`config.mk`:
```
export PLATFORM = sky130hd
export DESIGN_NAME = surround_pan_gain_calc_flat
export DESIGN_NICKNAME = d
export VERILOG_FILES = /design/src/sv/spgc_pkg.sv /design/src/sv/spgc_in_if.sv /design/src/sv/spgc_out_if.sv /design/src/sv/spgc_sqrt.sv /design/src/sv/spgc_div.sv /design/src/sv/spgc_datapath.sv /design/src/sv/spgc_ctrl.sv /design/src/sv/surround_pan_gain_calc.sv /design/src/flat_wrapper.sv
export SDC_FILE = /design/constraint.sdc
export NUM_CORES = 1
export LEC_CHECK = 0
export BUFFER_PORTS_ARGS = -buffer_cell sky130_fd_sc_hd__buf_4
export CAP_MARGIN = 15
export CORE_MARGIN = 2
export CORE_UTILIZATION = 25
export DETAILED_ROUTE_END_ITERATION = 12
export HOLD_SLACK_MARGIN = 0.06
export SLEW_MARGIN = 20
export SYNTH_ARGS = -nofsm -noshare
export SYNTH_HDL_FRONTEND = slang
export SYNTH_SLANG_ARGS = --single-unit
export TNS_END_PERCENT = 30
```
`constraint.sdc`:
```
create_clock -name clk -period 17.8 [get_ports clk]
set_input_delay 3.56 -clock clk [delete_from_list [all_inputs] [get_ports clk]]
set_output_delay 3.56 -clock clk [all_outputs]
set_load 0.05 [all_outputs]
```
`src/sv/spgc_pkg.sv`:
```
package spgc_pkg;

  localparam int RADIUS_W   = 10;
  localparam int GAIN_W     = 16;
  localparam int COUNT_W    = 4;
  localparam int POS_W      = 13;
  localparam int COORD_W    = 11;
  localparam int CHAN_W     = 3;
  localparam int DIST_W     = 12;
  localparam int NUM_W      = 12;
  localparam int PROD_W     = NUM_W + GAIN_W;
  localparam int SQ_OP_W    = 2 * DIST_W;
  localparam int SQ_STEPS   = DIST_W;
  localparam int DIV_STEPS  = PROD_W;
  localparam int CFG_ADDR_W = 2;
  localparam int CFG_DATA_W = 16;

  localparam int MAX_CHANNELS_DEF = 8;
  localparam int RESULT_LIMIT     = 8;

  localparam logic [RADIUS_W-1:0] RADIUS_RST = RADIUS_W'(100);
  localparam logic [GAIN_W-1:0]   GAIN_RST   = GAIN_W'(65535);
  localparam logic [COUNT_W-1:0]  COUNT_RST  = COUNT_W'(2);

  localparam logic REQ_LOAD = 1'b0;
  localparam logic REQ_MOVE = 1'b1;

  typedef enum logic [CFG_ADDR_W-1:0] {
    CFG_RADIUS     = 2'd0,
    CFG_MAX_GAIN   = 2'd1,
    CFG_CHAN_COUNT = 2'd2
  } cfg_idx_t;

  typedef struct packed {
    logic load;
    logic move;
    logic mul_x;
    logic mul_y;
    logic sqrt_start;
    logic dstore;
    logic gmul;
    logic div_start;
    logic emit;
    logic last;
  } spgc_cmd_t;

  typedef struct packed {
    logic [COUNT_W-1:0] n_use;
    logic               sqrt_done;
    logic               div_done;
    logic               s_zero;
  } spgc_sts_t;

endpackage

```
`src/sv/spgc_in_if.sv`:
```
interface spgc_in_if;
  import spgc_pkg::*;

  logic                    valid;
  logic                    ready;
  logic                    req_type;
  logic [CHAN_W-1:0]       channel_index;
  logic signed [POS_W-1:0] pos_x;
  logic signed [POS_W-1:0] pos_y;

  modport source (output valid, req_type, channel_index, pos_x, pos_y, input ready);
  modport sink   (input valid, req_type, channel_index, pos_x, pos_y, output ready);
endinterface

```
`src/sv/spgc_out_if.sv`:
```
interface spgc_out_if;
  import spgc_pkg::*;

  logic               valid;
  logic               ready;
  logic [CHAN_W-1:0]  out_channel;
  logic [GAIN_W-1:0]  gain;
  logic [COORD_W-1:0] stick_x_now;
  logic [COORD_W-1:0] stick_y_now;
  logic               last;

  modport source (output valid, out_channel, gain, stick_x_now, stick_y_now, last,
                  input ready);
  modport sink   (input valid, out_channel, gain, stick_x_now, stick_y_now, last,
                  output ready);
endinterface

```
`src/sv/spgc_sqrt.sv`:
```
module spgc_sqrt (
  input  logic                         clk,
  input  logic                         rst_n,
  input  logic                         start,
  input  logic [spgc_pkg::SQ_OP_W-1:0] operand,
  output logic                         done,
  output logic [spgc_pkg::DIST_W-1:0]  root
);
  import spgc_pkg::*;

  localparam int CntW = $clog2(SQ_STEPS);

  logic [SQ_OP_W-1:0] op_r;
  logic [DIST_W:0]    rem_r;
  logic [DIST_W-1:0]  root_r;
  logic [CntW-1:0]    cnt_r;
  logic               busy_r;
  logic               done_r;

  logic [DIST_W+2:0]  rem_sh;
  logic [DIST_W+2:0]  trial;
  logic               fits;

  assign rem_sh = {rem_r, op_r[SQ_OP_W-1 -: 2]};
  assign trial  = {1'b0, root_r, 2'b01};
  assign fits   = (rem_sh >= trial);

  always_ff @(posedge clk) begin
    if (!rst_n) begin
      busy_r <= 1'b0;
      done_r <= 1'b0;
    end else begin
      done_r <= 1'b0;
      if (start) begin
        busy_r <= 1'b1;
        op_r   <= operand;
        rem_r  <= '0;
        root_r <= '0;
        cnt_r  <= '0;
      end else if (busy_r) begin
        op_r <= {op_r[SQ_OP_W-3:0], 2'b00};
        if (fits) begin
          rem_r  <= (DIST_W+1)'(rem_sh - trial);
          root_r <= {root_r[DIST_W-2:0], 1'b1};
        end else begin
          rem_r  <= (DIST_W+1)'(rem_sh);
          root_r <= {root_r[DIST_W-2:0], 1'b0};
        end
        cnt_r <= CntW'(cnt_r + 1'b1);
        if (cnt_r == CntW'(SQ_STEPS - 1)) begin
          busy_r <= 1'b0;
          done_r <= 1'b1;
        end
      end
    end
  end

  assign done = done_r;
  assign root = root_r;

endmodule

```
`src/sv/spgc_div.sv`:
```
module spgc_div (
  input  logic                         clk,
  input  logic                         rst_n,
  input  logic                         start,
  input  logic [spgc_pkg::PROD_W-1:0]  dividend,
  input  logic [spgc_pkg::COORD_W-1:0] divisor,
  output logic                         done,
  output logic [spgc_pkg::PROD_W-1:0]  quotient
);
  import spgc_pkg::*;

  localparam int CntW = $clog2(DIV_STEPS);

  logic [PROD_W-1:0]  dvd_r;
  logic [COORD_W-1:0] dvs_r;
  logic [COORD_W-1:0] rem_r;
  logic [CntW-1:0]    cnt_r;
  logic               busy_r;
  logic               done_r;

  logic [COORD_W:0]   rem_sh;
  logic               fits;

  assign rem_sh = {rem_r, dvd_r[PROD_W-1]};
  assign fits   = (rem_sh >= {1'b0, dvs_r});

  always_ff @(posedge clk) begin
    if (!rst_n) begin
      busy_r <= 1'b0;
      done_r <= 1'b0;
    end else begin
      done_r <= 1'b0;
      if (start) begin
        busy_r <= 1'b1;
        dvd_r  <= dividend;
        dvs_r  <= divisor;
        rem_r  <= '0;
        cnt_r  <= '0;
      end else if (busy_r) begin
        if (fits) begin
          rem_r <= COORD_W'(rem_sh - {1'b0, dvs_r});
        end else begin
          rem_r <= COORD_W'(rem_sh);
        end
        dvd_r <= {dvd_r[PROD_W-2:0], fits};
        cnt_r <= CntW'(cnt_r + 1'b1);
        if (cnt_r == CntW'(DIV_STEPS - 1)) begin
          busy_r <= 1'b0;
          done_r <= 1'b1;
        end
      end
    end
  end

  assign done     = done_r;
  assign quotient = dvd_r;

endmodule

```
`src/sv/spgc_datapath.sv`:
```
module spgc_datapath #(
  parameter int MAX_CHANNELS = spgc_pkg::MAX_CHANNELS_DEF,
  localparam int IdxW = (MAX_CHANNELS > 1) ? $clog2(MAX_CHANNELS) : 1
) (
  input  logic                            clk,
  input  logic                            rst_n,
  input  logic                            cfg_we,
  input  logic [spgc_pkg::CFG_ADDR_W-1:0] cfg_index,
  input  logic [spgc_pkg::CFG_DATA_W-1:0] cfg_wdata,
  input  logic [spgc_pkg::CHAN_W-1:0]     in_channel_index,
  input  logic signed [spgc_pkg::POS_W-1:0] in_pos_x,
  input  logic signed [spgc_pkg::POS_W-1:0] in_pos_y,
  input  spgc_pkg::spgc_cmd_t             cmd,
  input  logic [IdxW-1:0]                 ch,
  output spgc_pkg::spgc_sts_t             sts,
  output logic [spgc_pkg::CHAN_W-1:0]     out_channel,
  output logic [spgc_pkg::GAIN_W-1:0]     out_gain,
  output logic [spgc_pkg::COORD_W-1:0]    out_stick_x_now,
  output logic [spgc_pkg::COORD_W-1:0]    out_stick_y_now,
  output logic                            out_last
);
  import spgc_pkg::*;

  localparam int Lim = (MAX_CHANNELS < RESULT_LIMIT) ? MAX_CHANNELS : RESULT_LIMIT;

  logic [RADIUS_W-1:0] radius_r;
  logic [GAIN_W-1:0]   max_gain_r;
  logic [COUNT_W-1:0]  count_r;

  logic [COORD_W-1:0]  x_tab [MAX_CHANNELS];
  logic [COORD_W-1:0]  y_tab [MAX_CHANNELS];
  logic [DIST_W-1:0]   dist_r [MAX_CHANNELS];

  logic [COORD_W-1:0]  stick_x_r;
  logic [COORD_W-1:0]  stick_y_r;
  logic [COORD_W-1:0]  s_r;
  logic [PROD_W-1:0]   prod_r;

  logic [CHAN_W-1:0]   out_channel_r;
  logic [GAIN_W-1:0]   out_gain_r;
  logic [COORD_W-1:0]  out_sx_r;
  logic [COORD_W-1:0]  out_sy_r;
  logic                out_last_r;

  logic [COORD_W-1:0]  span;
  logic [COORD_W-1:0]  cx, cy, dx, dy;
  logic [DIST_W-1:0]   d;
  logic [NUM_W-1:0]    two_s, num;
  logic [NUM_W-1:0]    mul_a;
  logic [GAIN_W-1:0]   mul_b;
  logic [PROD_W-1:0]   prod;
  logic                sqrt_done, div_done;
  logic [DIST_W-1:0]   root;
  logic [PROD_W-1:0]   quot;
  logic [GAIN_W-1:0]   gain;
  logic [IdxW-1:0]     load_idx;

  function automatic logic [COORD_W-1:0] clamp_load(input logic [POS_W-1:0] p);
    logic [COORD_W-1:0] r;
    if (p[POS_W-1]) r = '0;
    else if (p[POS_W-2]) r = '1;
    else r = p[COORD_W-1:0];
    return r;
  endfunction

  function automatic logic [COORD_W-1:0] clamp_span(input logic [POS_W-1:0] p,
                                                    input logic [COORD_W-1:0] hi);
    logic [COORD_W-1:0] r;
    if (p[POS_W-1]) r = '0;
    else if (p[POS_W-2:0] > {1'b0, hi}) r = hi;
    else r = p[COORD_W-1:0];
    return r;
  endfunction

  assign span     = {radius_r, 1'b0};
  assign load_idx = IdxW'(in_channel_index);

  assign cx = x_tab[ch];
  assign cy = y_tab[ch];
  assign dx = (cx > stick_x_r) ? COORD_W'(cx - stick_x_r) : COORD_W'(stick_x_r - cx);
  assign dy = (cy > stick_y_r) ? COORD_W'(cy - stick_y_r) : COORD_W'(stick_y_r - cy);
  assign d  = dist_r[ch];

  assign two_s = {s_r, 1'b0};
  assign num   = (two_s > d) ? NUM_W'(two_s - d) : '0;

  always_comb begin
    priority if (cmd.gmul) begin
      mul_a = num;
      mul_b = max_gain_r;
    end else if (cmd.mul_y) begin
      mul_a = NUM_W'(dy);
      mul_b = GAIN_W'(dy);
    end else begin
      mul_a = NUM_W'(dx);
      mul_b = GAIN_W'(dx);
    end
  end

  assign prod = PROD_W'(mul_a) * PROD_W'(mul_b);

  always_comb begin
    if (s_r == '0) begin
      gain = (d == '0) ? max_gain_r : '0;
    end else if (|quot[PROD_W-1:GAIN_W]) begin
      gain = '1;
    end else begin
      gain = quot[GAIN_W-1:0];
    end
  end

  spgc_sqrt u_sqrt (
    .clk     (clk),
    .rst_n   (rst_n),
    .start   (cmd.sqrt_start),
    .operand (SQ_OP_W'(prod_r)),
    .done    (sqrt_done),
    .root    (root)
  );

  spgc_div u_div (
    .clk      (clk),
    .rst_n    (rst_n),
    .start    (cmd.div_start),
    .dividend (prod_r),
    .divisor  (s_r),
    .done     (div_done),
    .quotient (quot)
  );

  always_ff @(posedge clk) begin
    if (!rst_n) begin
      radius_r   <= RADIUS_RST;
      max_gain_r <= GAIN_RST;
      count_r    <= COUNT_RST;
      stick_x_r  <= '0;
      stick_y_r  <= '0;
    end else begin
      if (cfg_we) begin
        unique case (cfg_idx_t'(cfg_index))
          CFG_RADIUS:     radius_r   <= cfg_wdata[RADIUS_W-1:0];
          CFG_MAX_GAIN:   max_gain_r <= cfg_wdata[GAIN_W-1:0];
          CFG_CHAN_COUNT: count_r    <= cfg_wdata[COUNT_W-1:0];
          default: ;
        endcase
      end
      if (cmd.move) begin
        stick_x_r <= clamp_span(in_pos_x, span);
        stick_y_r <= clamp_span(in_pos_y, span);
      end
    end
  end

  always_ff @(posedge clk) begin
    if (cmd.load && (int'(in_channel_index) < MAX_CHANNELS)) begin
      x_tab[load_idx] <= clamp_load(in_pos_x);
      y_tab[load_idx] <= clamp_load(in_pos_y);
    end
    if (cmd.dstore) begin
      dist_r[ch] <= root;
    end
  end

  always_ff @(posedge clk) begin
    if (cmd.move) begin
      s_r <= span;
    end else if (cmd.dstore && (root < {1'b0, s_r})) begin
      s_r <= root[COORD_W-1:0];
    end
    if (cmd.mul_x || cmd.gmul) begin
      prod_r <= prod;
    end else if (cmd.mul_y) begin
      prod_r <= PROD_W'(prod_r + prod);
    end
    if (cmd.emit) begin
      out_channel_r <= CHAN_W'(ch);
      out_gain_r    <= gain;
      out_sx_r      <= stick_x_r;
      out_sy_r      <= stick_y_r;
      out_last_r    <= cmd.last;
    end
  end

  assign sts.n_use     = (count_r > COUNT_W'(Lim)) ? COUNT_W'(Lim) : count_r;
  assign sts.sqrt_done = sqrt_done;
  assign sts.div_done  = div_done;
  assign sts.s_zero    = (s_r == '0);

  assign out_channel     = out_channel_r;
  assign out_gain        = out_gain_r;
  assign out_stick_x_now = out_sx_r;
  assign out_stick_y_now = out_sy_r;
  assign out_last        = out_last_r;

endmodule

```
`src/sv/spgc_ctrl.sv`:
```
module spgc_ctrl #(
  parameter int MAX_CHANNELS = spgc_pkg::MAX_CHANNELS_DEF,
  localparam int IdxW = (MAX_CHANNELS > 1) ? $clog2(MAX_CHANNELS) : 1
) (
  input  logic                clk,
  input  logic                rst_n,
  input  logic                in_valid,
  input  logic                in_req_type,
  output logic                in_ready,
  output logic                out_valid,
  input  logic                out_ready,
  input  spgc_pkg::spgc_sts_t sts,
  output spgc_pkg::spgc_cmd_t cmd,
  output logic [IdxW-1:0]     ch
);
  import spgc_pkg::*;

  typedef enum logic [3:0] {
    S_IDLE,
    S_MULX,
    S_MULY,
    S_SQRT,
    S_SQWAIT,
    S_DSTORE,
    S_GMUL,
    S_DIV,
    S_DIVWAIT,
    S_EMIT
  } state_t;

  state_t          state_r, state_nxt;
  logic [IdxW-1:0] ch_r, ch_nxt;
  logic            out_valid_r, out_valid_nxt;
  logic            last_ch;

  assign last_ch = ((5'(ch_r) + 5'd1) == 5'(sts.n_use));

  always_comb begin
    state_nxt     = state_r;
    ch_nxt        = ch_r;
    out_valid_nxt = out_valid_r && !out_ready;
    cmd           = '0;
    unique case (state_r)
      S_IDLE: begin
        if (in_valid) begin
          if (in_req_type == REQ_MOVE) begin
            cmd.move = 1'b1;
            ch_nxt   = '0;
            if (sts.n_use != '0) state_nxt = S_MULX;
          end else begin
            cmd.load = 1'b1;
          end
        end
      end
      S_MULX: begin
        cmd.mul_x = 1'b1;
        state_nxt = S_MULY;
      end
      S_MULY: begin
        cmd.mul_y = 1'b1;
        state_nxt = S_SQRT;
      end
      S_SQRT: begin
        cmd.sqrt_start = 1'b1;
        state_nxt      = S_SQWAIT;
      end
      S_SQWAIT: begin
        if (sts.sqrt_done) state_nxt = S_DSTORE;
      end
      S_DSTORE: begin
        cmd.dstore = 1'b1;
        if (last_ch) begin
          ch_nxt    = '0;
          state_nxt = S_GMUL;
        end else begin
          ch_nxt    = IdxW'(ch_r + 1'b1);
          state_nxt = S_MULX;
        end
      end
      S_GMUL: begin
        cmd.gmul  = 1'b1;
        state_nxt = sts.s_zero ? S_EMIT : S_DIV;
      end
      S_DIV: begin
        cmd.div_start = 1'b1;
        state_nxt     = S_DIVWAIT;
      end
      S_DIVWAIT: begin
        if (sts.div_done) state_nxt = S_EMIT;
      end
      S_EMIT: begin
        if (!out_valid_r || out_ready) begin
          cmd.emit      = 1'b1;
          cmd.last      = last_ch;
          out_valid_nxt = 1'b1;
          if (last_ch) begin
            state_nxt = S_IDLE;
          end else begin
            ch_nxt    = IdxW'(ch_r + 1'b1);
            state_nxt = S_GMUL;
          end
        end
      end
      default: state_nxt = S_IDLE;
    endcase
  end

  always_ff @(posedge clk) begin
    if (!rst_n) begin
      state_r     <= S_IDLE;
      ch_r        <= '0;
      out_valid_r <= 1'b0;
    end else begin
      state_r     <= state_nxt;
      ch_r        <= ch_nxt;
      out_valid_r <= out_valid_nxt;
    end
  end

  assign in_ready  = (state_r == S_IDLE);
  assign out_valid = out_valid_r;
  assign ch        = ch_r;

  a_emit_slot_free: assert property (@(posedge clk) disable iff (!rst_n)
    cmd.emit |-> (!out_valid_r || out_ready))
    else $error("result loaded over an untaken transfer");

  a_sqrt_done_wait: assert property (@(posedge clk) disable iff (!rst_n)
    sts.sqrt_done |-> (state_r == S_SQWAIT))
    else $error("root finished outside its wait state");

  a_div_done_wait: assert property (@(posedge clk) disable iff (!rst_n)
    sts.div_done |-> (state_r == S_DIVWAIT))
    else $error("quotient finished outside its wait state");

  a_ch_in_range: assert property (@(posedge clk) disable iff (!rst_n)
    (state_r != S_IDLE) |-> (5'(ch_r) < 5'(sts.n_use)))
    else $error("channel counter beyond channels in use");

  a_last_to_idle: assert property (@(posedge clk) disable iff (!rst_n)
    (cmd.emit && cmd.last) |=> (state_r == S_IDLE))
    else $error("no return to idle after last result");

endmodule

```
`src/sv/surround_pan_gain_calc.sv`:
```
// Load item: no result; the next item is taken the cycle after.
// Move item: a distance for each channel in use (12-step root per channel), then a gain
// for each (28-step divide per channel); no new item is taken until the last result is
// loaded, and the gains stall while a result waits on the output register.
// Reset (rst_n, synchronous, active low) restores the register defaults and a zero
// stick; the coordinate tables hold nothing defined until loaded.
module surround_pan_gain_calc #(
  parameter int MAX_CHANNELS = spgc_pkg::MAX_CHANNELS_DEF
) (
  input  logic                            clk,
  input  logic                            rst_n,
  input  logic                            cfg_we,
  input  logic [spgc_pkg::CFG_ADDR_W-1:0] cfg_index,
  input  logic [spgc_pkg::CFG_DATA_W-1:0] cfg_wdata,
  spgc_in_if.sink                         in_chan,
  spgc_out_if.source                      out_chan
);
  import spgc_pkg::*;

  localparam int IdxW = (MAX_CHANNELS > 1) ? $clog2(MAX_CHANNELS) : 1;

  spgc_cmd_t       cmd;
  spgc_sts_t       sts;
  logic [IdxW-1:0] ch;

  spgc_ctrl #(
    .MAX_CHANNELS (MAX_CHANNELS)
  ) u_ctrl (
    .clk         (clk),
    .rst_n       (rst_n),
    .in_valid    (in_chan.valid),
    .in_req_type (in_chan.req_type),
    .in_ready    (in_chan.ready),
    .out_valid   (out_chan.valid),
    .out_ready   (out_chan.ready),
    .sts         (sts),
    .cmd         (cmd),
    .ch          (ch)
  );

  spgc_datapath #(
    .MAX_CHANNELS (MAX_CHANNELS)
  ) u_datapath (
    .clk              (clk),
    .rst_n            (rst_n),
    .cfg_we           (cfg_we),
    .cfg_index        (cfg_index),
    .cfg_wdata        (cfg_wdata),
    .in_channel_index (in_chan.channel_index),
    .in_pos_x         (in_chan.pos_x),
    .in_pos_y         (in_chan.pos_y),
    .cmd              (cmd),
    .ch               (ch),
    .sts              (sts),
    .out_channel      (out_chan.out_channel),
    .out_gain         (out_chan.gain),
    .out_stick_x_now  (out_chan.stick_x_now),
    .out_stick_y_now  (out_chan.stick_y_now),
    .out_last         (out_chan.last)
  );

endmodule

```
`src/flat_wrapper.sv`:
```
// flat-port wrapper written by rule: the top's interface ports become plain ports
module surround_pan_gain_calc_flat import spgc_pkg::*;
#(
  parameter int MAX_CHANNELS = spgc_pkg::MAX_CHANNELS_DEF
)
  (clk, rst_n, cfg_we, cfg_index, cfg_wdata, in_chan_valid, in_chan_req_type, in_chan_channel_index, in_chan_pos_x, in_chan_pos_y, in_chan_ready, out_chan_valid, out_chan_out_channel, out_chan_gain, out_chan_stick_x_now, out_chan_stick_y_now, out_chan_last, out_chan_ready);
  spgc_in_if in_chan_i ();
  spgc_out_if out_chan_i ();
  input  logic clk;
  input  logic rst_n;
  input  logic cfg_we;
  input  logic [spgc_pkg::CFG_ADDR_W-1:0] cfg_index;
  input  logic [spgc_pkg::CFG_DATA_W-1:0] cfg_wdata;
  input wire logic [$bits(in_chan_i.valid)-1:0] in_chan_valid;
  input wire logic [$bits(in_chan_i.req_type)-1:0] in_chan_req_type;
  input wire logic [$bits(in_chan_i.channel_index)-1:0] in_chan_channel_index;
  input wire logic [$bits(in_chan_i.pos_x)-1:0] in_chan_pos_x;
  input wire logic [$bits(in_chan_i.pos_y)-1:0] in_chan_pos_y;
  output wire logic [$bits(in_chan_i.ready)-1:0] in_chan_ready;
  output wire logic [$bits(out_chan_i.valid)-1:0] out_chan_valid;
  output wire logic [$bits(out_chan_i.out_channel)-1:0] out_chan_out_channel;
  output wire logic [$bits(out_chan_i.gain)-1:0] out_chan_gain;
  output wire logic [$bits(out_chan_i.stick_x_now)-1:0] out_chan_stick_x_now;
  output wire logic [$bits(out_chan_i.stick_y_now)-1:0] out_chan_stick_y_now;
  output wire logic [$bits(out_chan_i.last)-1:0] out_chan_last;
  input wire logic [$bits(out_chan_i.ready)-1:0] out_chan_ready;
  assign in_chan_i.valid = in_chan_valid;
  assign in_chan_i.req_type = in_chan_req_type;
  assign in_chan_i.channel_index = in_chan_channel_index;
  assign in_chan_i.pos_x = in_chan_pos_x;
  assign in_chan_i.pos_y = in_chan_pos_y;
  assign in_chan_ready = in_chan_i.ready;
  assign out_chan_valid = out_chan_i.valid;
  assign out_chan_out_channel = out_chan_i.out_channel;
  assign out_chan_gain = out_chan_i.gain;
  assign out_chan_stick_x_now = out_chan_i.stick_x_now;
  assign out_chan_stick_y_now = out_chan_i.stick_y_now;
  assign out_chan_last = out_chan_i.last;
  assign out_chan_i.ready = out_chan_ready;
  surround_pan_gain_calc #(.MAX_CHANNELS(MAX_CHANNELS)) u_core (.clk(clk), .rst_n(rst_n), .cfg_we(cfg_we), .cfg_index(cfg_index), .cfg_wdata(cfg_wdata), .in_chan(in_chan_i), .out_chan(out_chan_i));
endmodule
```
Word-level counts from Yosys, hierarchy flattened --
Memories as Yosys holds them, arrays and structs flattened. A register that Yosys moved wholly into a read port is not among the register bits. Index checks and enable logic that the tools add are counted.
Operators by class: bitwise operators 3, equal/unequal tests 21, add/subtract/negate cells 12, multiplexer cells 85, $mul 1, magnitude comparators 9, reduce and logical (&&, ||, !) cells 28
Operators with widths (number):
- 11-bit 2-to-1 mux | 18
- 28-bit 2-to-1 mux | 4
- 16-bit 2-to-1 mux | 4
- 11-bit subtractor | 5
- 24-bit 2-to-1 mux | 2
- 4-bit case mux with 10 select lines | 1
- 3-bit 2-to-1 mux | 13
- 12-bit 2-to-1 mux | 3
- 4-bit 2-to-1 mux | 9
- 28-bit adder | 1
- 12-bit by 16-bit multiplier with 28-bit output | 1
- 13-bit 2-to-1 mux | 2
- 12-bit by 11-bit > comparator with 1-bit output | 2
- 1-bit 2-to-1 mux | 23
- 11-bit > comparator | 2
- 4-bit by 3-bit == test with 1-bit output, second input constant | 4
- 15-bit by 14-bit greater-or-equal comparator with 1-bit output | 1
- 2-bit AND reduction | 7
- 13-bit subtractor | 1
- 4-bit == test, second input constant | 3
- 12-bit by 11-bit greater-or-equal comparator with 1-bit output | 1
- 12-bit > comparator | 1
- 12-bit logical NOT | 1
- 12-bit by 11-bit less-than comparator with 1-bit output | 1
- 31 further kinds | 49
Storage, ports and cells: word-level logic and storage cells 190, register bits after elaboration 253, output and inout port bits 44, memories 3, bits of input ports 53, memory bits (writable) 272
Memory list:
- u_core.u_datapath.dist_r | words 8, width 12, read ports 1, clocked after Yosys merged registers in 1, wr ports 1, line spgc_datapath.sv:32 | logic [DIST_W-1:0] dist_r [MAX_CHANNELS];
- u_core.u_datapath.x_tab | words 8, width 11, read ports 1, clocked after Yosys merged registers in 1, wr ports 1, line spgc_datapath.sv:30 | logic [COORD_W-1:0] x_tab [MAX_CHANNELS];
- u_core.u_datapath.y_tab | words 8, width 11, read ports 1, clocked after Yosys merged registers in 1, wr ports 1, line spgc_datapath.sv:31 | logic [COORD_W-1:0] y_tab [MAX_CHANNELS];

Longest topological paths before layout --
Gate-level depths: netlist (run 1).
depth after elaboration 8, depth in mapped cells 49, mapped depth without buffers 45

Cells and area by module --
Synthesis (run 1) repeated with hierarchy kept, for this count alone.
Second synthesis, totals: cell total of the unflattened synthesis 2983, area total of the unflattened synthesis 33840.0 um2
By module, submodules not included:
- spgc_datapath | instances 1, area an instance 27081.0 um2, seq. area each 11631.2 um2, cells an instance 2411
- spgc_div | instances 1, area an instance 3035.4 um2, seq. area each 1691.6 um2, cells an instance 235
- spgc_sqrt | instances 1, area an instance 2984.1 um2, seq. area each 1631.6 um2, cells an instance 244
- spgc_ctrl | instances 1, area an instance 739.5 um2, seq. area each 160.2 um2, cells an instance 93

Worst setup path before layout (run 1) --
No wires, ideal clock.
path kind register to register, start register (tool-made name), end register u_core.u_datapath.prod_r[26] (data pin), setup slack 6676 ps, buffers on the path 4, data arrival time 10864 ps, cell stages (with the launch flop) 44, clock period less this slack 11124 ps, setup time 260 ps, path through dfxtp_1 -> buf_2 -> buf_1 -> buf_1 -> mux4_2 -> mux2i_1 -> inv_1 -> ha_1 -> nor2b_1 -> o31ai_1 -> a21oi_1 -> o21ai_2 -> buf_2 -> mux2i_1 -> xnor2_1 -> a22oi_1 -> nand2_1 -> and2_1 -> (+8 left out) -> inv_1 -> ha_1 -> or4_1 -> o21ai_1 -> o211ai_1 -> o21ai_0 -> nand2b_1 -> a21o_1 -> a211oi_1 -> nor2b_1 -> ha_1 -> and2_1 -> a221oi_1 -> a21boi_1 -> o31a_1 -> o21ai_0 -> xor2_1 -> mux2_2
RTL lines:
- end signal: assignment | line spgc_datapath.sv:171 | prod_r <= prod;
- end signal: assignment | line spgc_datapath.sv:173 | prod_r <= PROD_W'(prod_r + prod);
- end: declaration | line spgc_datapath.sv:37 | logic [PROD_W-1:0] prod_r;

==> summary.txt, run 1 <==
Run status
  – Status: complete, no violations

Clock network
  – CTS resizes: 0
  – Hold Buf Count CTS: 0
  – Clk_lat worst skew: 0.67 ns
  – CTS Sinks: 528
  – H-tree levels: 2
  – Setup Buffers After CTS: 0
  – Num CTS Buffers: 57
  – TritonCTS clock tree: built
  – CTS root buffer: clkbuf_16
  – Clk slew on worst S/H paths: 0.07 ns
  – Max Root-Sink Buffers: 3

Setup path
  – CP Class: flip-flop to flip-flop
  – Crit path arrival time: 12.98 ns
  – CP endpoint kind: flip-flop
  – Reg2Reg Setup Slack: 5.23 ns
  – Reg2reg path depth: 39
  – CP max stage cell: dfxtp_4
  – Critical path fanouts, max: 36
  – Critical Path End: u_core.u_datapath.prod_r[26]
  – Critical Path Source Type: flip-flop
  – Critical R2R Capture: u_core.u_datapath.prod_r[26]
  – Buffers & Inverters on Critical Path: 6
  – Critical path depth in cells: 39
  – CP required: 18.21 ns
  – Largest delay contributor family on the critical path: compound AO/OA/AOI/OAI gates
  – Largest stage delay, worst path: 0.78 ns

Job
  – Total of max-cap violations: 0

Pwr
  – Sequential Power Share: 0.239
  – Psw: 2756 µW
  – Max IR drop VDD: 0.4089 mV
  – Sw Ratio: 0.4186
  – Internal Power: 3829 µW
  – Comb pwr share: 0.574
  – Leakage power: 0.01465 µW
  – Clock power share: 0.186
  – Pwr/cell area: 173.2 nW/µm²

Timing
  – Final WS setup: 5.226 ns
  – Final max-slew violation count: 0
  – Endpoints failing hold: 0
  – Final Critical Period: 12.57 ns
  – RSZ-0062 raised after global routing: false
  – Tcrit/Tclk final: 0.7064
  – Fmax: 79.53 MHz
  – Worst hold margin: 0.4622 ns
  – Rel. slew slack: 0.2705
  – Setup TNS: 0 ns
  – Final worst clock skew: 0.03080 ns
  – # setup viols final: 0
  – Worst Max-Slew Pin Slew: 1.088 ns

Synth
  – Post-synth top cells: 460 x edfxtp_1, 360 x nand2_1, 297 x inv_1
  – Synth Cell Area: 33240 µm²
  – Post-synth ARST share: 0
  – Syn avg cell area: 11.25 µm²
  – Synthesized net count: 3366
  – Syn Inst Count: 2956
  – Largest area contributor in the netlist: edfxtp_1
  – Syn. warnings: 0
  – Seq/Total Area, Yosys: 0.4565
  – Top-area cell type share of the netlist area: 0.4156
  – Netlist cell types: 90
  – Synth top area cells: edfxtp_1 42%, fa_1 8.9%, ha_1 7.9%
  – Flops & latches, synth: 528
  – Ys flop type: edfxtp_1
  – Post-synth EDFFs: 460
  – Top-count cell post-synth: edfxtp_1

Min path
  – Hold crit path type: flip-flop to flip-flop

Floorplanning
  – DIE WIDTH: 368.6 µm
  – Die area: 135900 µm²
  – Die height: 368.6 µm
  – Row count: 133
  – Number of I/O pins: 97
  – Initial cell density of the core: 0.2522
  – CORE AREA: 131800 µm²

Route
  – Final wirelength: 93320 µm
  – Wire length per cell: 19.27 µm
  – Routed Antenna Nets: 0
  – # DRC: 0
  – First-pass DRT Iterations: 5
  – Initial DRC count: 1886
  – Vias: 23060
  – Vias per Instance: 4.760

Layout
  – Area of the multi-input gates: 16540 µm²
  – Layout fillers: 13650
  – Register Area: 15180 µm²
  – Share of cells above drive strength 1: 0.1256
  – Area Overhead vs Synth: 14.39%
  – Fin nets: 3449
  – N_diodes: 0
  – Fin util: 0.2885

Global route
  – Largest net degree at the start of global routing: 56
  – Total grt overflow: 0
  – GRT Util Overall: 0.1353
  – First-pass GRT wire length: 141400 µm
  – Antenna violations before repair: 1
  – Vias in the first global route: 23070

Place
  – Placed wire-length estimate: 68860 µm
  – RePlAce Congestion: 0.9149
  – PortBufs: 96
  – Dpl ws: 5.186 ns
## through the flow
| stage | power (µW) | instance area [µm²] | instances |
|---|---|---|---|
| 6_report | 6585 | 38020 | 4843 |
| 5_1_grt | 7137 | 38020 | 4843 |
| 4_1_cts | 6610 | 38010 | 4843 |
| 3_5_place_dp | 5361 | 36080 | 4735 |
| 3_3_place_gp | 5322 | 36060 | 4734 |
| 2_1_floorplan | 4590 | 33240 | 2956 |
## worst register-to-register path, delay by kind of cell, from the launching register on
| family | cells | cell delay, ns |
|---|---|---|
| AO/OA/AOI/OAI | 14 | 4.13 |
| adder cells (fa/ha/maj) | 8 | 3.49 |
| multiplexers | 4 | 1.51 |
| AND/OR/NAND/NOR | 6 | 1.18 |
| buffers and inverters | 6 | 1.08 |
| flip-flops | 1 | 0.78 |
| XOR/XNOR | 1 | 0.15 |
## cells by family after synthesis
logic type | Yosys count | share of synthesized area
buf+inv | 413 | 0.04871
flops | 528 | 0.4565
mux | 186 | 0.08360
xor+xnor | 91 | 0.02420
fa+ha+maj | 357 | 0.1676
simple gates | 931 | 0.1313
compound gates | 450 | 0.08815
## area by class of cell
class / instances / area share
flip-flops and latches: 528 / 0.3993
well taps: 1755 / 0.05775
inverters: 297 / 0.02932
multi-input cells: 2015 / 0.4350
repair buffers: 140 / 0.02774
clock buffers: 71 / 0.03942
clock inverters: 37 / 0.01148
## cells in the final DEF, fill, tap and decap left out, types with 68 or more instances in the layout
| cell type | netlist | final |
|---|---|---|
| mux4_2 | 68 | 68 |
| o21ai_0 | 106 | 106 |
| mux2i_1 | 74 | 74 |
| inv_1 | 297 | 297 |
| nand2_1 | 360 | 360 |
| ha_1 | 210 | 210 |
| a21oi_1 | 108 | 106 |
| nand3_1 | 68 | 68 |
| edfxtp_1 | 460 | 460 |
| nor2_1 | 215 | 206 |
| buf_4 | 3 | 139 |
| fa_1 | 147 | 147 |
## routing by layer
layer	vias to the layer above	wire (µm)	global-route usage
met5	-	0	0
met3	130	5680	0.02059
met4	0	3074	0.04505
met1	11570	41330	0.1830
met2	738	43230	0.2207
li1	10610	-	-
## flip-flops by register name, indices dropped and copies added (netlist names), 12 cells and up, named ones only
signal	cells
u_core.u_datapath.u_sqrt.rem_r	13
u_core.u_datapath.y_tab	88
u_core.u_datapath.out_gain	16
u_core.u_datapath.u_sqrt.op_r	24
u_core.u_datapath.max_gain_r	16
u_core.u_datapath.prod_r	28
u_core.u_datapath.u_sqrt.root	12
u_core.u_datapath.x_tab	88
u_core.u_datapath.dist_r	96
u_core.u_datapath.u_div.quotient	28
## power by group through the flow
stage / combinational, µW / sequential (µW) / clock [µW]
6_report: 3780 / 1580 / 1230
5_1_grt: 4260 / 1580 / 1300
4_1_cts: 3780 / 1580 / 1250
3_5_place_dp: 3760 / 1600 / 0
3_3_place_gp: 3720 / 1600 / 0
2_1_floorplan: 3010 / 1580 / 0
## worst min-delay path by stage
stage,from,to,slack (ns),depth (start not counted)
6_report,u_core.u_datapath.u_div.busy_r,u_core.u_datapath.u_div.done,0.46,2
5_1_grt,u_core.u_datapath.u_div.busy_r,u_core.u_datapath.u_div.done,0.49,2
4_1_cts,u_core.u_datapath.u_div.busy_r,u_core.u_datapath.u_div.done,0.46,2
3_5_place_dp,u_core.u_datapath.u_div.busy_r,u_core.u_datapath.u_div.done,0.46,2
3_3_place_gp,u_core.u_datapath.u_div.busy_r,u_core.u_datapath.u_div.done,0.44,2
2_1_floorplan,u_core.u_ctrl.ch[2],u_core.u_datapath.out_channel[2],0.41,0
No activity file was read; power rests on OpenSTA's default activity.
==> run 2, diff against run 1 <==
==> constraint.sdc (replaced) <==
create_clock -name clk -period 11.16 [get_ports clk]
set_input_delay 2.232 -clock clk [delete_from_list [all_inputs] [get_ports clk]]
set_output_delay 2.232 -clock clk [all_outputs]
set_load 0.05 [all_outputs]
==> run 2 against run 1 <==
  * Global-route usage rose by 0.20 points
  * Setup slack worse by 4.7 ns
  * Via count increased by 1.2%
  * Cell area grew 2.9%
  * Clock-buffer cell count up 6
  * First-iteration DRC count shrank 4.6%
  * Maximum frequency is 18% higher
  * Critical path type unchanged
==> summary.txt, run 2 (synthesis results as in run 1) <==
Run status
  – Status: complete, no violations

Timing
  – Worst hold margin: 0.4514 ns
  – Setup TNS: 0 ns
  – Fmax: 94.01 MHz
  – Tcrit/Tclk final: 0.9531
  – Endpoints failing hold: 0
  – # setup viols final: 0
  – Final worst clock skew: 0.07524 ns
  – Final Critical Period: 10.64 ns
  – Final WS setup: 0.5230 ns
  – Rel. slew slack: 0.2789
  – Worst Max-Slew Pin Slew: 1.074 ns
  – Final max-slew violation count: 0

Clock network
  – Clk slew on worst S/H paths: 0.07 ns
  – Num CTS Buffers: 57
  – H-tree levels: 2
  – CTS Sinks: 528
  – Hold Buf Count CTS: 0
  – Max Root-Sink Buffers: 3
  – TritonCTS clock tree: built
  – Clk_lat worst skew: 0.68 ns
  – CTS root buffer: clkbuf_16

Layout
  – Most common cell after layout, fill and taps aside: edfxtp_1
  – Layout fillers: 13520
  – Fin util: 0.2967
  – Most frequent cells in the layout: 460 x edfxtp_1, 360 x nand2_1, 297 x inv_1
  – Reg with most FFs: u_core.u_datapath.dist_r
  – Share of cells above drive strength 1: 0.1631
  – Largest register FFs: 96
  – Final std cells w/o fill: 4944
  – Largest regs: u_core.u_datapath.dist_r: 96 flops, u_core.u_datapath.x_tab: 88 flops, u_core.u_datapath.y_tab: 88 flops
  – Register Area: 15180 µm²
  – Area of the multi-input gates: 16680 µm²
  – Area Overhead vs Synth: 17.65%
  – Fin nets: 3553

Global route
  – First-pass GRT wire length: 143900 µm
  – Vias in the first global route: 23250
  – GRT Util Overall: 0.1373
  – Total grt overflow: 0
  – Antenna violations before repair: 2
  – Largest net degree at the start of global routing: 58

Floorplanning
  – Initial cell density of the core: 0.2522
  – Die height: 368.6 µm
  – Row count: 133
  – CORE AREA: 131800 µm²
  – DIE WIDTH: 368.6 µm
  – Number of I/O pins: 97
  – Die area: 135900 µm²

Pwr
  – Clock power share: 0.180
  – Sequential Power Share: 0.229
  – Max IR drop VDD: 0.7235 mV
  – Pwr/cell area: 281.0 nW/µm²
  – Internal Power: 6425 µW
  – Comb pwr share: 0.591
  – Psw: 4566 µW
  – Leakage power: 0.01525 µW
  – Sw Ratio: 0.4154

Setup path
  – CP endpoint kind: flip-flop
  – Largest stage delay, worst path: 0.55 ns
  – CP max stage cell: fa_1
  – Critical R2R Capture: u_core.u_datapath.prod_r[23]
  – CP Class: flip-flop to flip-flop
  – Most frequent CP cell: a21o_1
  – Reg2reg path depth: 42
  – Critical path fanouts, max: 13
  – Critical Path Source Type: flip-flop
  – Crit path arrival time: 11.01 ns
  – Reg2Reg Setup Slack: 0.52 ns
  – CP required: 11.54 ns

Route
  – # DRC: 0
  – First-pass DRT Iterations: 7
  – Vias: 23330
  – Final wirelength: 94140 µm
  – Wire length per cell: 19.04 µm
  – Initial DRC count: 1800
  – Routed Antenna Nets: 0
  – Vias per Instance: 4.718

Place
  – RePlAce Congestion: 0.9010
  – Placed Instances: 4831
  – PortBufs: 96
  – Placed wire-length estimate: 70150 µm
  – Dpl ws: 0.02012 ns

Min path
  – Hold crit path type: flip-flop to flip-flop
  – Hold path cells: 2
  – Min-delay src: u_core.u_datapath.u_div.busy_r
  – Worst hold endpoint: u_core.u_datapath.u_div.done

Job
  – Total of max-cap violations: 0
run 2: changes by cell type in the layout (fill, tap and decap cells not counted), sizes merged:
cell,before,now
buf,140,244
clkbuf,71,77
clkinvlp,4,3
bufinv,6,7
diode,0,1
inv,301,299
clkinv,23,15
run 2: power groups by stage:
stage                     Combinational (µW)  Sequential, µW  Clock, µW
after global placement                  6020            2550          0
after CTS                               6150            2510       2020
after detailed placement                6120            2550          0
after floorplan                         4810            2510          0
final                                   6490            2520       1980
after global routing                    7340            2520       2100
run 2: layer usage:
layer	GRT usage	vias up	wire [µm]
met2	0.2253	657	43920
met5	0	-	11
met4	0.04254	2	2813
met1	0.1858	11700	41850
met3	0.02106	149	5550
li1	-	10820	-
run 2: final cells by class:
class | count | area share
multi-input cells | 2015 | 0.4265
diodes | 1 | 0.00006399
clock buffers | 77 | 0.04047
clock inverters | 27 | 0.01005
repair buffers | 244 | 0.05013
flip-flops and latches | 528 | 0.3882
well taps | 1755 | 0.05615
inverters | 297 | 0.02851
run 2: worst max path at each step:
stage | start | endpoint | slack (ns) | cells past startpoint
4_1_cts | flip-flop | u_core.u_datapath.prod_r[23] | 0.006 | 38
2_1_floorplan | flip-flop | u_core.u_datapath.prod_r[26] | 0.04 | 43
6_report | flip-flop | u_core.u_datapath.prod_r[23] | 0.52 | 42
5_1_grt | flip-flop | u_core.u_datapath.prod_r[23] | -0.06 | 42
3_3_place_gp | flip-flop | u_core.u_datapath.prod_r[23] | 0.26 | 42
3_5_place_dp | flip-flop | u_core.u_datapath.prod_r[23] | 0.02 | 42
run 2: timing repair:
action | 4_1_cts | 5_1_grt
setup buffers | 0 | 8
pin swaps | 0 | 10
endpoints found under the setup margin | 1 | 11
resized for setup | 1 | 35
run 2: worst max-delay path: cells and delay by family (launching register included):
| family | cells | cell delay (ns) |
|---|---|---|
| xor gates and xnor gates | 2 | 0.29 |
| adders and majority gates | 8 | 3.63 |
| AOI/OAI and AO/OA | 12 | 2.29 |
| muxes | 5 | 1.58 |
| buffers and inverters | 8 | 0.78 |
| and+or+nand+nor | 7 | 1.34 |
| DFF | 1 | 0.41 |
run 2: stage by stage:
stage	power [µW]	cell area, µm²
floorplan	7320	33240
global placement	8573	36890
detailed placement	8672	36890
CTS	10680	38870
global route	11960	39110
finish	10990	39110
==> run 3, diff against run 2 <==
--- a/config.mk
+++ b/config.mk
@@ -5,12 +5,13 @@
 export SDC_FILE = /design/constraint.sdc
 export NUM_CORES = 1
 export LEC_CHECK = 0
-export BUFFER_PORTS_ARGS = -buffer_cell sky130_fd_sc_hd__buf_4
 export CAP_MARGIN = 15
 export CORE_MARGIN = 2
-export CORE_UTILIZATION = 25
+export CORE_UTILIZATION = 60
 export DETAILED_ROUTE_END_ITERATION = 12
+export DONT_BUFFER_PORTS = 1
 export HOLD_SLACK_MARGIN = 0.06
+export PLACE_DENSITY = 0.76
 export SLEW_MARGIN = 20
 export SYNTH_ARGS = -nofsm -noshare
 export SYNTH_HDL_FRONTEND = slang
==> constraint.sdc (replaced) <==
create_clock -name clk -period 11.8 [get_ports clk]
set_input_delay 2.36 -clock clk [delete_from_list [all_inputs] [get_ports clk]]
set_output_delay 2.36 -clock clk [all_outputs]
set_load 0.05 [all_outputs]
==> run 3 against run 2 <==
  * Final cell count down 24%
  * Clock-buffer cell count down 2
  * Cell area down 6.8%
  * Register-to-register slack worse by 0.06 ns
  * Combinational power down 7.4%
  * Sequential power down 5%
  * Critical path depth down 3
  * Wire length down 5.4%
  * Flip-flop and latch count unchanged
  * Power down 6.8%
  * Sequential share of layout area up 2.8 points
  * Core utilization up 37 points
  * Critical path type unchanged
==> summary.txt, run 3 (synthesis results as in run 1) <==
Place
  – Dpl ws: 0.1234 ns
  – Placed Instances: 3661
  – PortBufs: 0
  – Placed wire-length estimate: 64580 µm
  – RePlAce Congestion: 0.9687

Route
  – Vias: 23330
  – Wire length per cell: 23.57 µm
  – First-pass DRT Iterations: 6
  – Vias per Instance: 6.175
  – Final wirelength: 89040 µm
  – # DRC: 0
  – Initial DRC count: 2462
  – Routed Antenna Nets: 0

Timing
  – Final worst clock skew: 0.05599 ns
  – Rel. slew slack: 0.2026
  – Worst Max-Slew Pin Slew: 1.185 ns
  – Worst hold margin: 0.4824 ns
  – Endpoints failing hold: 0
  – Final WS setup: 0.4673 ns
  – Tcrit/Tclk final: 0.9604
  – Setup TNS: 0 ns
  – RSZ-0062 raised after global routing: false
  – Final max-slew violation count: 0
  – Final Critical Period: 11.33 ns
  – Fmax: 88.24 MHz
  – # setup viols final: 0

Global route
  – Vias in the first global route: 23740
  – First-pass GRT wire length: 136300 µm
  – Largest net degree at the start of global routing: 59
  – Antenna violations before repair: 2
  – Total grt overflow: 0
  – GRT Util Overall: 0.3155

Floorplanning
  – Initial cell density of the core: 0.6045
  – CORE AREA: 54990 µm²
  – Number of I/O pins: 97
  – Die height: 239.4 µm
  – DIE WIDTH: 239.4 µm
  – Row count: 86
  – Die area: 57300 µm²

Setup path
  – CP endpoint kind: flip-flop
  – Largest stage delay, worst path: 0.58 ns
  – Reg2reg path depth: 39
  – Critical path depth in cells: 39
  – Largest delay contributor family on the critical path: adder cells
  – Crit path arrival time: 11.73 ns
  – CP max stage cell: fa_1
  – CP Class: flip-flop to flip-flop
  – Critical Path Source Type: flip-flop
  – CP required: 12.20 ns
  – Buffers & Inverters on Critical Path: 6
  – Most frequent CP cell: fa_1
  – Critical path fanouts, max: 44

Pwr
  – Leakage power: 0.01443 µW
  – Max IR drop VDD: 0.6871 mV
  – Pwr/cell area: 281.0 nW/µm²

Layout
  – Share of cells above drive strength 1: 0.1130
  – Area Overhead vs Synth: 9.704%
  – Most common cell after layout, fill and taps aside: edfxtp_1
  – Fin util: 0.6632
  – Largest regs: u_core.u_datapath.dist_r: 96 flops, u_core.u_datapath.x_tab: 88 flops, u_core.u_datapath.y_tab: 88 flops
  – Largest register FFs: 96
  – Fin nets: 3392
  – Final std cells w/o fill: 3778
  – Reg with most FFs: u_core.u_datapath.dist_r
  – Most frequent cells in the layout: 460 x edfxtp_1, 360 x nand2_1, 297 x inv_1

Min path
  – Hold path cells: 2
  – Hold crit path type: flip-flop to flip-flop

Clock network
  – Num CTS Buffers: 55
  – CTS root buffer: clkbuf_16
  – TritonCTS clock tree: built
  – Clk slew on worst S/H paths: 0.06 ns
  – Hold Buf Count CTS: 0
  – Max Root-Sink Buffers: 3
  – Clk_lat worst skew: 0.67 ns
  – CTS Sinks: 528
  – H-tree levels: 2

Job
  – Total of max-cap violations: 0

Run status
  – Status: complete, no violations
-- run 3: worst paths after layout --
check	slack (ns)	endpoint	start
min	0.48	u_core.u_datapath.u_sqrt.done	u_core.u_datapath.u_sqrt.busy_r
max reg2reg	0.47	u_core.u_datapath.prod_r[23]	flip-flop
min reg2reg	0.48	u_core.u_datapath.u_sqrt.done	u_core.u_datapath.u_sqrt.busy_r
max	0.47	u_core.u_datapath.prod_r[23]	flip-flop
-- run 3: repair_timing --
action	CTS	global route
setup buffers	0	12
hold endpoints to repair	0	0
gates resized for setup	0	12
setup endpoints to repair	0	9
-- run 3: final cells by class --
type                            count  area, µm²
Antenna cell                        3      7.507
Multi-Input combinational cell   2015      16580
Inverter                          297       1115
Clock buffer                       75       1551
Clock inverter                     27      397.9
Fill cell                        4052      18520
Tap cell                          748      935.9
Timing Repair Buffer               85      700.7
Sequential cell                   528      15180
-- run 3: where the power goes --
group / switching [µW] / total [µW] / internal, µW / leakage [µW]
Clock: 769 / 1850 / 1080 / 0.000941
Sequential: 78.1 / 2390 / 2310 / 0.00479
Combinational: 3560 / 6010 / 2450 / 0.00870
Total: 4410 / 10200 / 5840 / 0.0144
-- run 3: layer usage --
| metal | GRT usage | share of wire | up-vias | wire [µm] |
|---|---|---|---|---|
| li1 | - | - | 10490 | - |
| met1 | 0.4090 | 0.39 | 11520 | 34970 |
| met2 | 0.5185 | 0.47 | 1084 | 42250 |
| met3 | 0.05405 | 0.082 | 243 | 7312 |
| met4 | 0.1528 | 0.051 | 0 | 4510 |
| met5 | 0 | 0 | - | 0 |
-- run 3: tightest hold or removal path: stages, from the launching register on --
cell and delay [ns]:
dfxtp_1 0.32, nand2_1 0.07, nor3_1 0.04
-- run 3: per-stage QoR --
stage | total power (µW) | cell area, µm²
after floorplan | 6923 | 33240
after global placement | 7994 | 34350
after detailed placement | 8216 | 34350
after CTS | 10070 | 36300
after global routing | 11100 | 36460
final | 10250 | 36470
